--- config.mk ---
export PLATFORM = sky130hd
export DESIGN_NAME = frequency_count_table
export DESIGN_NICKNAME = d
export VERILOG_FILES = /design/src/rtl/fct_pkg.sv /design/src/rtl/fct_mem.sv /design/src/rtl/frequency_count_table.sv
export VERILOG_INCLUDE_DIRS = /design/src /design/src/rtl
export SDC_FILE = /design/constraint.sdc
export NUM_CORES = 2
export LEC_CHECK = 0
export BUFFER_PORTS_ARGS = -buffer_cell sky130_fd_sc_hd__buf_2
export CORE_MARGIN = 4
export CORE_UTILIZATION = 45
export DETAILED_ROUTE_END_ITERATION = 7
export PLACE_DENSITY = 0.65
export SKIP_CTS_REPAIR_TIMING = 1
export SKIP_LAST_GASP = 1
export SYNTH_ARGS = -nofsm -noshare
export SYNTH_HDL_FRONTEND = slang
export SYNTH_HIERARCHICAL = 1
export SYNTH_SLANG_ARGS = --single-unit
--- constraint.sdc ---
create_clock -name clk -period 7.8 [get_ports clk]
set_clock_uncertainty 0.15 [all_clocks]
set_input_delay 1.17 -clock clk [delete_from_list [all_inputs] [get_ports clk]]
set_output_delay 1.17 -clock clk [all_outputs]
set_load 0.01 [all_outputs]
--- src/rtl/frequency_count_table_assert.svh ---
// Assertion macros for the frequency count table.
`ifndef FREQUENCY_COUNT_TABLE_ASSERT_SVH
`define FREQUENCY_COUNT_TABLE_ASSERT_SVH

// Same-cycle implication, sampled on clk, off during reset.
`define FCT_ASSERT_NOW(lbl, ante, cons, msg) \
	lbl: assert property (@(posedge clk) disable iff (!arst_n) (ante) |-> (cons)) \
		else $error(msg);

// Next-cycle implication, sampled on clk, off during reset.
`define FCT_ASSERT_NEXT(lbl, ante, cons, msg) \
	lbl: assert property (@(posedge clk) disable iff (!arst_n) (ante) |=> (cons)) \
		else $error(msg);

`endif

--- src/rtl/fct_pkg.sv ---
package fct_pkg;

	localparam int IN_KEY_W    = 16;
	localparam int LIMIT_W     = 17;
	localparam int AMT_W       = 16;
	localparam int OUT_CNT_W   = 32;
	localparam int OUT_KEY_W   = 16;
	localparam int MAX_RESULTS = 64;
	localparam int RANK_W      = 7;

	typedef enum logic [2:0] {
		REQ_INC   = 3'd0,
		REQ_DEC   = 3'd1,
		REQ_REM   = 3'd2,
		REQ_COUNT = 3'd3,
		REQ_RANGE = 3'd4,
		REQ_TOTAL = 3'd5,
		REQ_MOST  = 3'd6,
		REQ_LEAST = 3'd7
	} req_t;

	typedef enum logic [1:0] {
		ST_IDLE,
		ST_SCAN,
		ST_APPLY,
		ST_RANK
	} state_t;

	typedef struct packed {
		logic rd_en;
		logic wr_en;
	} mem_ctl_t;

endpackage

--- src/rtl/fct_mem.sv ---
module fct_mem #(
	parameter int DEPTH = 64,
	parameter int KW    = 16,
	parameter int CW    = 32
) (
	input  logic                     clk,
	input  fct_pkg::mem_ctl_t        ctl,
	input  logic [$clog2(DEPTH)-1:0] rd_addr,
	input  logic [$clog2(DEPTH)-1:0] wr_addr,
	input  logic [KW-1:0]            wr_key,
	input  logic [CW-1:0]            wr_cnt,
	output logic [KW-1:0]            rd_key,
	output logic [CW-1:0]            rd_cnt
);

	logic [KW-1:0] key_mem [DEPTH];
	logic [CW-1:0] cnt_mem [DEPTH];

	// write one entry
	always_ff @(posedge clk) begin
		if (ctl.wr_en) begin
			key_mem[wr_addr] <= wr_key;
			cnt_mem[wr_addr] <= wr_cnt;
		end
	end

	// registered read
	always_ff @(posedge clk) begin
		if (ctl.rd_en) begin
			rd_key <= key_mem[rd_addr];
			rd_cnt <= cnt_mem[rd_addr];
		end
	end

endmodule

--- src/rtl/frequency_count_table.sv ---
// Frequency count table: start is taken when busy is low, and busy then stays
// high until the request's last result has been shown. Every request scans the
// whole key/count memory, one entry read per cycle; a request other than a
// ranking gives a single result. A ranking that lists n keys runs one scan per
// key, with one result per scan. Each result sits on the outputs for exactly one
// cycle under done, with last marking the final one; the receiver cannot stall,
// so it must take every result in the cycle it appears.
`include "frequency_count_table_assert.svh"

module frequency_count_table #(
	parameter int ENTRIES    = 64,
	parameter int KEY_BITS   = 16,
	parameter int COUNT_BITS = 32
) (
	input  logic                          clk,
	input  logic                          arst_n,
	input  logic                          start,
	input  logic [2:0]                    req_type,
	input  logic [fct_pkg::IN_KEY_W-1:0]  key,
	input  logic [fct_pkg::LIMIT_W-1:0]   key_limit,
	input  logic [fct_pkg::AMT_W-1:0]     amount,
	output logic                          busy,
	output logic                          done,
	output logic [fct_pkg::OUT_CNT_W-1:0] count_value,
	output logic [fct_pkg::OUT_KEY_W-1:0] result_key,
	output logic                          has_key,
	output logic                          insert_dropped,
	output logic                          last
);

	localparam int AW = $clog2(ENTRIES);
	localparam int NW = $clog2(ENTRIES + 1);
	localparam int SW = COUNT_BITS + 17;
	localparam logic [COUNT_BITS-1:0] CMAX = {COUNT_BITS{1'b1}};
	localparam logic [AW-1:0] LAST_IDX = AW'(ENTRIES - 1);

	function automatic logic [COUNT_BITS-1:0] sat_add(input logic [COUNT_BITS-1:0] a,
		input logic [SW-1:0] b);
		logic [SW-1:0] s;
		s = SW'(a) + b;
		if (s > SW'(CMAX)) return CMAX;
		return s[COUNT_BITS-1:0];
	endfunction

	fct_pkg::state_t state_q, state_d;
	fct_pkg::req_t   req_q;
	logic [KEY_BITS-1:0]             key_q;
	logic [fct_pkg::LIMIT_W-1:0]     lim_q;
	logic [fct_pkg::AMT_W-1:0]       amt_q;
	logic [ENTRIES-1:0]              valid_q, listed_q;

	logic [AW-1:0] addr_q;
	logic          issue_q;
	logic          rd_s1;
	logic [AW-1:0] idx_s1;
	logic [KEY_BITS-1:0]   rd_key_s1;
	logic [COUNT_BITS-1:0] rd_cnt_s1;

	logic                  hit_q, free_found_q, best_found_q, first_pass_q;
	logic [AW-1:0]         hit_idx_q, free_idx_q, best_idx_q;
	logic [COUNT_BITS-1:0] hit_cnt_q, sum_q, best_cnt_q;
	logic [KEY_BITS-1:0]   best_key_q;
	logic [NW-1:0]         nvalid_q;
	logic [fct_pkg::RANK_W-1:0] want_q, nlist_q;

	logic [63:0]         key_ext;
	logic [KEY_BITS-1:0] key_in;
	logic accept, scan_go, scan_end;
	logic ent_v, ent_l, match, in_range, better;

	logic                  emit, e_has, e_drop, e_last;
	logic [COUNT_BITS-1:0] e_cnt;
	logic [KEY_BITS-1:0]   e_key;
	fct_pkg::mem_ctl_t     mctl;
	logic [AW-1:0]         wr_addr;
	logic [KEY_BITS-1:0]   wr_key;
	logic [COUNT_BITS-1:0] wr_cnt;
	logic                  set_valid, clr_valid, set_listed;
	logic [AW-1:0]         flag_idx;
	logic [fct_pkg::RANK_W-1:0] want_now;
	logic [16:0]           want_w;
	logic [63:0]           cnt_ext, okey_ext;

	assign key_ext = 64'(key);
	assign key_in  = key_ext[KEY_BITS-1:0];
	assign busy    = (state_q != fct_pkg::ST_IDLE);
	assign accept  = start && !busy;

	// memory holds keys and counts; reads stream during a scan
	fct_mem #(.DEPTH(ENTRIES), .KW(KEY_BITS), .CW(COUNT_BITS)) u_mem (
		.clk     (clk),
		.ctl     (mctl),
		.rd_addr (addr_q),
		.wr_addr (wr_addr),
		.wr_key  (wr_key),
		.wr_cnt  (wr_cnt),
		.rd_key  (rd_key_s1),
		.rd_cnt  (rd_cnt_s1)
	);

	// per-entry evaluation of the word returned by the memory
	always_comb begin
		ent_v    = valid_q[idx_s1];
		ent_l    = listed_q[idx_s1];
		match    = ent_v && (rd_key_s1 == key_q);
		in_range = (req_q == fct_pkg::REQ_TOTAL) ||
			((rd_key_s1 >= key_q) && (65'(rd_key_s1) < 65'(lim_q)));
		if (rd_cnt_s1 == best_cnt_q) better = rd_key_s1 < best_key_q;
		else if (req_q == fct_pkg::REQ_MOST) better = rd_cnt_s1 > best_cnt_q;
		else better = rd_cnt_s1 < best_cnt_q;
		scan_end = rd_s1 && (idx_s1 == LAST_IDX);
	end

	// ranking length: smaller of request, valid entries and result limit
	always_comb begin
		want_w = 17'(amt_q);
		if (want_w > 17'(nvalid_q)) want_w = 17'(nvalid_q);
		if (want_w > 17'(fct_pkg::MAX_RESULTS)) want_w = 17'(fct_pkg::MAX_RESULTS);
		want_now = first_pass_q ? want_w[fct_pkg::RANK_W-1:0] : want_q;
	end

	// next state
	always_comb begin
		state_d = state_q;
		unique case (state_q)
			fct_pkg::ST_IDLE:  if (start) state_d = fct_pkg::ST_SCAN;
			fct_pkg::ST_SCAN: begin
				if (scan_end) begin
					if (req_q == fct_pkg::REQ_MOST || req_q == fct_pkg::REQ_LEAST)
						state_d = fct_pkg::ST_RANK;
					else
						state_d = fct_pkg::ST_APPLY;
				end
			end
			fct_pkg::ST_APPLY: state_d = fct_pkg::ST_IDLE;
			fct_pkg::ST_RANK:  state_d = e_last ? fct_pkg::ST_IDLE : fct_pkg::ST_SCAN;
			default:           state_d = fct_pkg::ST_IDLE;
		endcase
	end

	// outputs: result, write-back and flag updates
	always_comb begin
		emit       = 1'b0;
		e_cnt      = '0;
		e_key      = '0;
		e_has      = 1'b0;
		e_drop     = 1'b0;
		e_last     = 1'b0;
		mctl.rd_en = issue_q;
		mctl.wr_en = 1'b0;
		wr_addr    = hit_idx_q;
		wr_key     = key_q;
		wr_cnt     = hit_cnt_q;
		set_valid  = 1'b0;
		clr_valid  = 1'b0;
		set_listed = 1'b0;
		flag_idx   = hit_idx_q;
		scan_go    = accept;
		unique case (state_q)
			fct_pkg::ST_APPLY: begin
				emit   = 1'b1;
				e_last = 1'b1;
				case (req_q)
					fct_pkg::REQ_INC: begin
						if (hit_q) begin
							wr_cnt     = sat_add(hit_cnt_q, SW'(amt_q));
							mctl.wr_en = 1'b1;
							e_cnt      = wr_cnt;
						end else if (free_found_q) begin
							wr_addr    = free_idx_q;
							flag_idx   = free_idx_q;
							wr_cnt     = sat_add('0, SW'(amt_q));
							mctl.wr_en = 1'b1;
							set_valid  = 1'b1;
							e_cnt      = wr_cnt;
						end else begin
							e_drop = 1'b1;
						end
					end
					fct_pkg::REQ_DEC: begin
						if (hit_q) begin
							if (64'(hit_cnt_q) > 64'(amt_q)) begin
								wr_cnt     = hit_cnt_q - COUNT_BITS'(amt_q);
								mctl.wr_en = 1'b1;
								e_cnt      = wr_cnt;
							end else begin
								clr_valid = 1'b1;
							end
						end
					end
					fct_pkg::REQ_REM:   clr_valid = hit_q;
					fct_pkg::REQ_COUNT: e_cnt = hit_q ? hit_cnt_q : '0;
					default:            e_cnt = sum_q;
				endcase
			end
			fct_pkg::ST_RANK: begin
				emit = 1'b1;
				if (want_now == '0 || !best_found_q) begin
					e_last = 1'b1;
				end else begin
					e_cnt      = best_cnt_q;
					e_key      = best_key_q;
					e_has      = 1'b1;
					e_last     = (nlist_q + 1'b1) == want_now;
					set_listed = 1'b1;
					flag_idx   = best_idx_q;
					scan_go    = !e_last;
				end
			end
			default: ;
		endcase
	end

	assign cnt_ext  = 64'(e_cnt);
	assign okey_ext = 64'(e_key);

	// control state
	always_ff @(posedge clk or negedge arst_n) begin
		if (!arst_n) begin
			state_q  <= fct_pkg::ST_IDLE;
			valid_q  <= '0;
			listed_q <= '0;
			issue_q  <= 1'b0;
			rd_s1    <= 1'b0;
			done     <= 1'b0;
		end else begin
			state_q <= state_d;
			rd_s1   <= issue_q;
			done    <= emit;
			if (scan_go) issue_q <= 1'b1;
			else if (issue_q && addr_q == LAST_IDX) issue_q <= 1'b0;
			// start of a ranking forgets earlier listings
			if (accept && (req_type == fct_pkg::REQ_MOST || req_type == fct_pkg::REQ_LEAST))
				listed_q <= '0;
			if (set_valid) begin
				valid_q[flag_idx]  <= 1'b1;
				listed_q[flag_idx] <= 1'b0;
			end
			if (clr_valid) valid_q[flag_idx] <= 1'b0;
			if (set_listed) listed_q[flag_idx] <= 1'b1;
		end
	end

	// request fields, scan address and accumulators
	always_ff @(posedge clk) begin
		if (accept) begin
			req_q        <= fct_pkg::req_t'(req_type);
			key_q        <= key_in;
			lim_q        <= key_limit;
			amt_q        <= amount;
			first_pass_q <= 1'b1;
			nlist_q      <= '0;
		end
		idx_s1 <= addr_q;
		if (scan_go) begin
			addr_q       <= '0;
			hit_q        <= 1'b0;
			free_found_q <= 1'b0;
			best_found_q <= 1'b0;
			sum_q        <= '0;
			nvalid_q     <= '0;
		end else if (issue_q) begin
			addr_q <= addr_q + 1'b1;
		end
		if (rd_s1) begin
			if (match) begin
				hit_q     <= 1'b1;
				hit_idx_q <= idx_s1;
				hit_cnt_q <= rd_cnt_s1;
			end
			if (!ent_v && !free_found_q) begin
				free_found_q <= 1'b1;
				free_idx_q   <= idx_s1;
			end
			if (ent_v && in_range) sum_q <= sat_add(sum_q, SW'(rd_cnt_s1));
			if (ent_v) nvalid_q <= nvalid_q + 1'b1;
			if (ent_v && !ent_l && (!best_found_q || better)) begin
				best_found_q <= 1'b1;
				best_idx_q   <= idx_s1;
				best_key_q   <= rd_key_s1;
				best_cnt_q   <= rd_cnt_s1;
			end
		end
		if (state_q == fct_pkg::ST_RANK) begin
			want_q       <= want_now;
			first_pass_q <= 1'b0;
			nlist_q      <= nlist_q + 1'b1;
		end
		if (emit) begin
			count_value    <= cnt_ext[fct_pkg::OUT_CNT_W-1:0];
			result_key     <= okey_ext[fct_pkg::OUT_KEY_W-1:0];
			has_key        <= e_has;
			insert_dropped <= e_drop;
			last           <= e_last;
		end
	end

	`FCT_ASSERT_NOW(a_last_frees, done && last, !busy, "busy after last item")
	`FCT_ASSERT_NOW(a_more_busy, done && !last, busy, "idle with items pending")
	`FCT_ASSERT_NEXT(a_start_busy, start && !busy, busy, "accepted request not busy")
	`FCT_ASSERT_NOW(a_drop_single, done && insert_dropped, last && !has_key,
		"dropped insert not a single item")

endmodule

# Word-level counts from Yosys, hierarchy flattened
# Memories as Yosys holds them, arrays and structs flattened. A register that Yosys moved wholly into a read port is not among the register bits.
# Index checks and enable logic that the tools add are counted.
# totals
output_inout_bits,53
memories,2
input_bits,55
word_cells,215
regBits,403
ramBits,3072
# op_classes
muxes,101
n_addsub,6
bitwise,8
magnitude_cmp,14
reduce_logical,35
n_eq_ne,18
# mem_list
name,depth,word_bits,read_ports,rd_ports_with_merged_regs,write_ports,line,rtl
u_mem.cnt_mem,64,32,1,1,1,fct_mem.sv:17,logic [CW-1:0] cnt_mem [DEPTH];
u_mem.key_mem,64,16,1,1,1,fct_mem.sv:16,logic [KW-1:0] key_mem [DEPTH];
# op_table
op,count
2-to-1 mux 32 bit,20
2-to-1 mux 64 bit,5
bitwise AND 64 bit,2
OR 64 bit,2
one-hot mux 32 bit (2 select lines),2
one-hot mux 32 bit (4 select lines),1
> comparator 33 x 32 -> 1 bit (second input constant),2
inverter 64 bit,1
2-to-1 mux 1 bit,50
2-to-1 mux 7 bit,7
adder 32 x 16 -> 33 bit,1
adder 32 x 32 -> 33 bit,1
== test 32 bit,1
> comparator 16 x 32 -> 1 bit (second input constant),1
> comparator 32 x 16 -> 1 bit,1
> comparator 32 bit,1
< comparator 32 bit,1
subtractor 32 x 16 -> 32 bit,1
2-to-1 mux 6 bit,5
< comparator 16 x 17 -> 1 bit,1
== test 16 bit,1
>= comparator 16 bit,1
> comparator 16 x 7 -> 1 bit,1
> comparator 16 x 7 -> 1 bit (second input constant),1
31 further kinds,72

# Depth between registers and ports, before layout
# logic_depth
ltp_word,18
depth_mapped,16
mapped_depth_nobuf,15

# Cells and area by module
# The synthesis kept the hierarchy.
# by_module_without_submodules
module,seq_area_each_um2,cells_each,n_inst,area_each_um2
fct_mem,93689.9,4999,1,117841.8
frequency_count_table,10885.4,2342,1,23719.0

# Least setup slack after synthesis
# No wires, ideal clock.
# synth_timing
kind,reg-to-reg
from,reg idx_s1[0]
to,reg best_cnt_q[0] (enable)
path_slack_ps,193
period_less_slack_ps,7607
stages_incl_launch_ff,9
t_required_ps,7101
n_path_buf,3
t_arrival_ps,6909
setup_time_ps,549
cell_sequence,dfxtp_1 buf_4 buf_4 buf_4 mux4_2 mux4_2 mux4_2 or2_1 o31ai_1
# synth_via
elab_chain_cells,6
elab_cells_between_ends,8
classes_between,mux (4); reduce/logical (4)
# synth_rtl
element,line,rtl
from (decl),frequency_count_table.sv:55,logic [AW-1:0] idx_s1;
from (signal assigned),frequency_count_table.sv:254,idx_s1 <= addr_q;
binary-select mux 1 bit (select 6 bit),frequency_count_table.sv:104,ent_l = listed_q[idx_s1];
2-to-1 mux 1 bit (not written as such),frequency_count_table.sv:104,
zero test 1 bit,frequency_count_table.sv:277,if (ent_v && !ent_l && (!best_found_q || better)) begin
logical AND 1 bit * (2 in series),frequency_count_table.sv:277,
AND reduction 2 bit (no line) *,--,
to (signal assigned),frequency_count_table.sv:281,best_cnt_q <= rd_cnt_s1;
to (decl),frequency_count_table.sv:61,"logic [COUNT_BITS-1:0] hit_cnt_q, sum_q, best_cnt_q;"
# Mark *: on every way between the ends. The rest lies on a longest branch, timed or not. The select of a mux whose other input is x is not followed.
# A chain may end at the register's enable or synchronous reset.

==> impl_metrics.tcl <==
set metrics [dict create \
    status "complete, no violations" \
    initial_core_util_pct 45.3 \
    ir_drop_mv 0.247 \
    maxSlewViolCount 0 \
    rows 205 \
    drt_iter0_drc 10191 \
    critPathMaxStageDelay_ps 1030 \
    p_seq_share_pct 41.4 \
    syn_nets 7551 \
    startpoint_type "register" \
    max_freq_ghz 0.153 \
    crit_chain "inv_1 -> ha_1 -> a21o_1 -> a21o_1 -> a21o_1 -> a31oi_1 -> o2111ai_1 -> a31oi_1 -> or3_1 -> inv_1 -> nor2b_1 -> nand3_1 -> nor2_4 -> buf_4" \
    route.met2.wl_mm 187 \
    critPathMaxFanout 28 \
    cp_data_required_time_ps 8220 \
    cts_root_buffer "clkbuf_16" \
    setup_viol 0 \
    top_layer_used "met5" \
    syn_area_per_cell_um2 19.3 \
    wirelength_met1_mm 156 \
    arrival_ps 6980 \
    hpwl_mm 242 \
    cpMostUsedCell "a21o_1" \
    dpl-instance-area_um2 148000 \
    numCtsBuffers 361 \
    cp.buffers_inverters 3 \
    dieHeight_um 569 \
    netlist_area_um2 142000 \
    power_frac_clock_pct 31.8 \
    clk_pin_slew_ps 60 \
    ys_ff_latch 3523 \
    area_growth_pct 12.8 \
    grt_pass1_wl_mm 565 \
    fp.dieW_um 569 \
    final.setup.tns_ps 0 \
    sw_frac_of_total_pct 30.9 \
    period_share_pct 84.1 \
    io_buffers 107 \
    drive_above_1_share_pct 23.1 \
    design.die.area_um2 324000 \
    max_cap_viol_count 0 \
    yosys_warnings 6 \
    nFillCells 24579 \
    switchingPower_uw 16400 \
    slew_headroom_pct 7.41 \
    end_kind "register" \
    vias 76323 \
    tightest_slew_ps 1380 \
    synth_top_flop_cell "edfxtp_1" \
    worstSetupPathType "reg2reg" \
    clock-sinks 3523 \
    dr.pass1.iters 6 \
    antenna_found_initial 26 \
    gr-usage-all-layers_pct 24.1 \
    power.internal_uw 36700 \
    synth_edf_count 3335 \
    met3_length_mm 42.4 \
    remaining_drc_errors 0 \
    viasPerCell 6.32 \
    stdcell_area_um2 160000 \
    avgRoutedWirePerCell_um 32.8 \
    grt_overflow 0 \
    nets 7843 \
    clock_path_buffers 4 \
    grt_pass1_vias 75587 \
    wirelength_mm 396 \
    hold_viol 0 \
    seq_area_frac_synth_pct 73.9 \
    cts_tree "built" \
    gp_congestion 0.902 \
    drtAntennaViolNets 0 \
    hp-class "in2async" \
    p_comb_share_pct 26.8 \
    synthArstFlopShare_pct 3.78 \
    htree_levels 5 \
    p_leak_uw 0.0511 \
    slowest_stage "nor2_4" \
    rsz0062_at_grt "no" \
    worstSkewPairLatency_ps 950 \
    synthCells 7341 \
    synthDistinctLibCells 91 \
    core_um2 312000 \
    layout_min_cycle_time_ps 6560 \
    io_pins 108 \
    p_per_area_nw_per_um2 333 \
    grt_max_degree 114 \
    path_delay_family "simple AND/OR/NAND/NOR gates" \
]
-- layout make-up --
| type | instances | area (um^2) | area share, % |
|---|---|---|---|
| Tap cell | 4140 | 5180 | 3.25 |
| Timing Repair Buffer | 332 | 2440 | 1.53 |
| Clock buffer | 454 | 9540 | 5.98 |
| Antenna cell | 9 | 22.5 | 0.0141 |
| Clock inverter | 197 | 1990 | 1.25 |
| Inverter | 161 | 606 | 0.379 |
| Sequential cell | 3523 | 105000 | 65.5 |
| Multi-Input combinational cell | 3254 | 35200 | 22.1 |
-- flip-flops by register name (all words and copies together), names as in the netlist, 17 cells and up --
name,cells
best_cnt_q,32
count_value,32
hit_cnt_q,32
lim_q,17
listed_q,64
sum_q,32
u_mem/cnt_mem,2048
u_mem/key_mem,1024
u_mem/rd_cnt,32
valid_q,64
-- per-layer routing --
metal  up-vias  GRT usage [%]
met5         -              0
met4        10           6.22
met3       590           5.55
met2      4183           38.0
met1     40483           34.2
li1      31057              -
-- worst reg2reg max path, delay by kind of cell (launching register included) --
kind	cells	cell delay [ps]
adder cells (fa/ha/maj)	1	440
flip-flops	1	500
buffers and inverters	3	1130
AO/OA/AOI/OAI	6	1250
AND/OR/NAND/NOR	4	2740
-- power by group through the flow --
stage | Combinational [uW] | Clock [uW] | Sequential, uW
after global placement | 14000 | 0 | 22400
after global routing | 15100 | 18000 | 22000
after detailed placement | 14100 | 0 | 22400
after floorplan | 9570 | 0 | 21900
final | 14300 | 16900 | 22000
after CTS | 14200 | 17200 | 22000
-- path summary, 6_finish.rpt --
path	startpoint	endpoint	slack [ps]	depth (start not counted)
hold reg to reg	valid_q[29]	valid_q[29]	340	1
hold / removal	arst_n	done	40	1
max in group asynchronous	arst_n	valid_q[1]	6020	2
setup / recovery	amt_q[2]	u_mem/cnt_mem[13][30]	1240	14
setup reg to reg	amt_q[2]	u_mem/cnt_mem[13][30]	1240	14
min in group clk	key_limit[9]	lim_q[9]	250	1
-- layout by cell type, fill, tap and decap left out, types with 131 or more instances in the layout --
cell,n
mux4_2,770
nand2_1,195
nor2_1,193
a21oi_1,321
buf_4,208
clkbuf_16,367
edfxtp_1,3335
dfrtp_1,131
mux2i_1,136
o22ai_1,205
inv_1,158
ha_1,152
-- kinds of logic (layout without fill, tap and decap cells) --
logic type | after synthesis | after routing | synth area share (%)
DFF | 3523 | 3523 | 73.9
and+or+nand+nor | 867 | 867 | 3.02
muxes | 952 | 952 | 13.6
buffers and inverters | 564 | 1144 | 1.91
AOI/OAI and AO/OA | 1211 | 1211 | 5.79
other | 0 | 9 | 0
xor gates and xnor gates | 69 | 69 | 0.438
adders and majority gates | 155 | 155 | 1.39
-- cells in the mapped netlist, drive strengths merged (67+ instances only) --
master	instances	area, um^2
nor2	258	978
inv	160	601
clkbuf	164	617
mux4	770	17300
nand2	207	782
nor4	68	438
a21oi	321	1610
dfrtp	133	3330
mux2i	136	1360
buf	239	1480
o221ai	68	596
ha	152	1900
edfxtp	3335	100000
o22ai	209	1310
o21ai	135	676
nand3	67	340
-- metrics by stage --
step	worst slack [ps]	std cells	util [%]	power (uW)	hold slack, ps
finish	1240	12070	51.1	53200	36.6
global placement	1330	11410	47.4	36400	320
CTS	1340	12061	51.1	53300	33.4
floorplan	193	7341	-	31400	229
detailed placement	1310	11410	47.4	36500	326
global route	1070	12062	51.1	55100	60.4
Note: power is estimated with default switching activity, not from simulation.
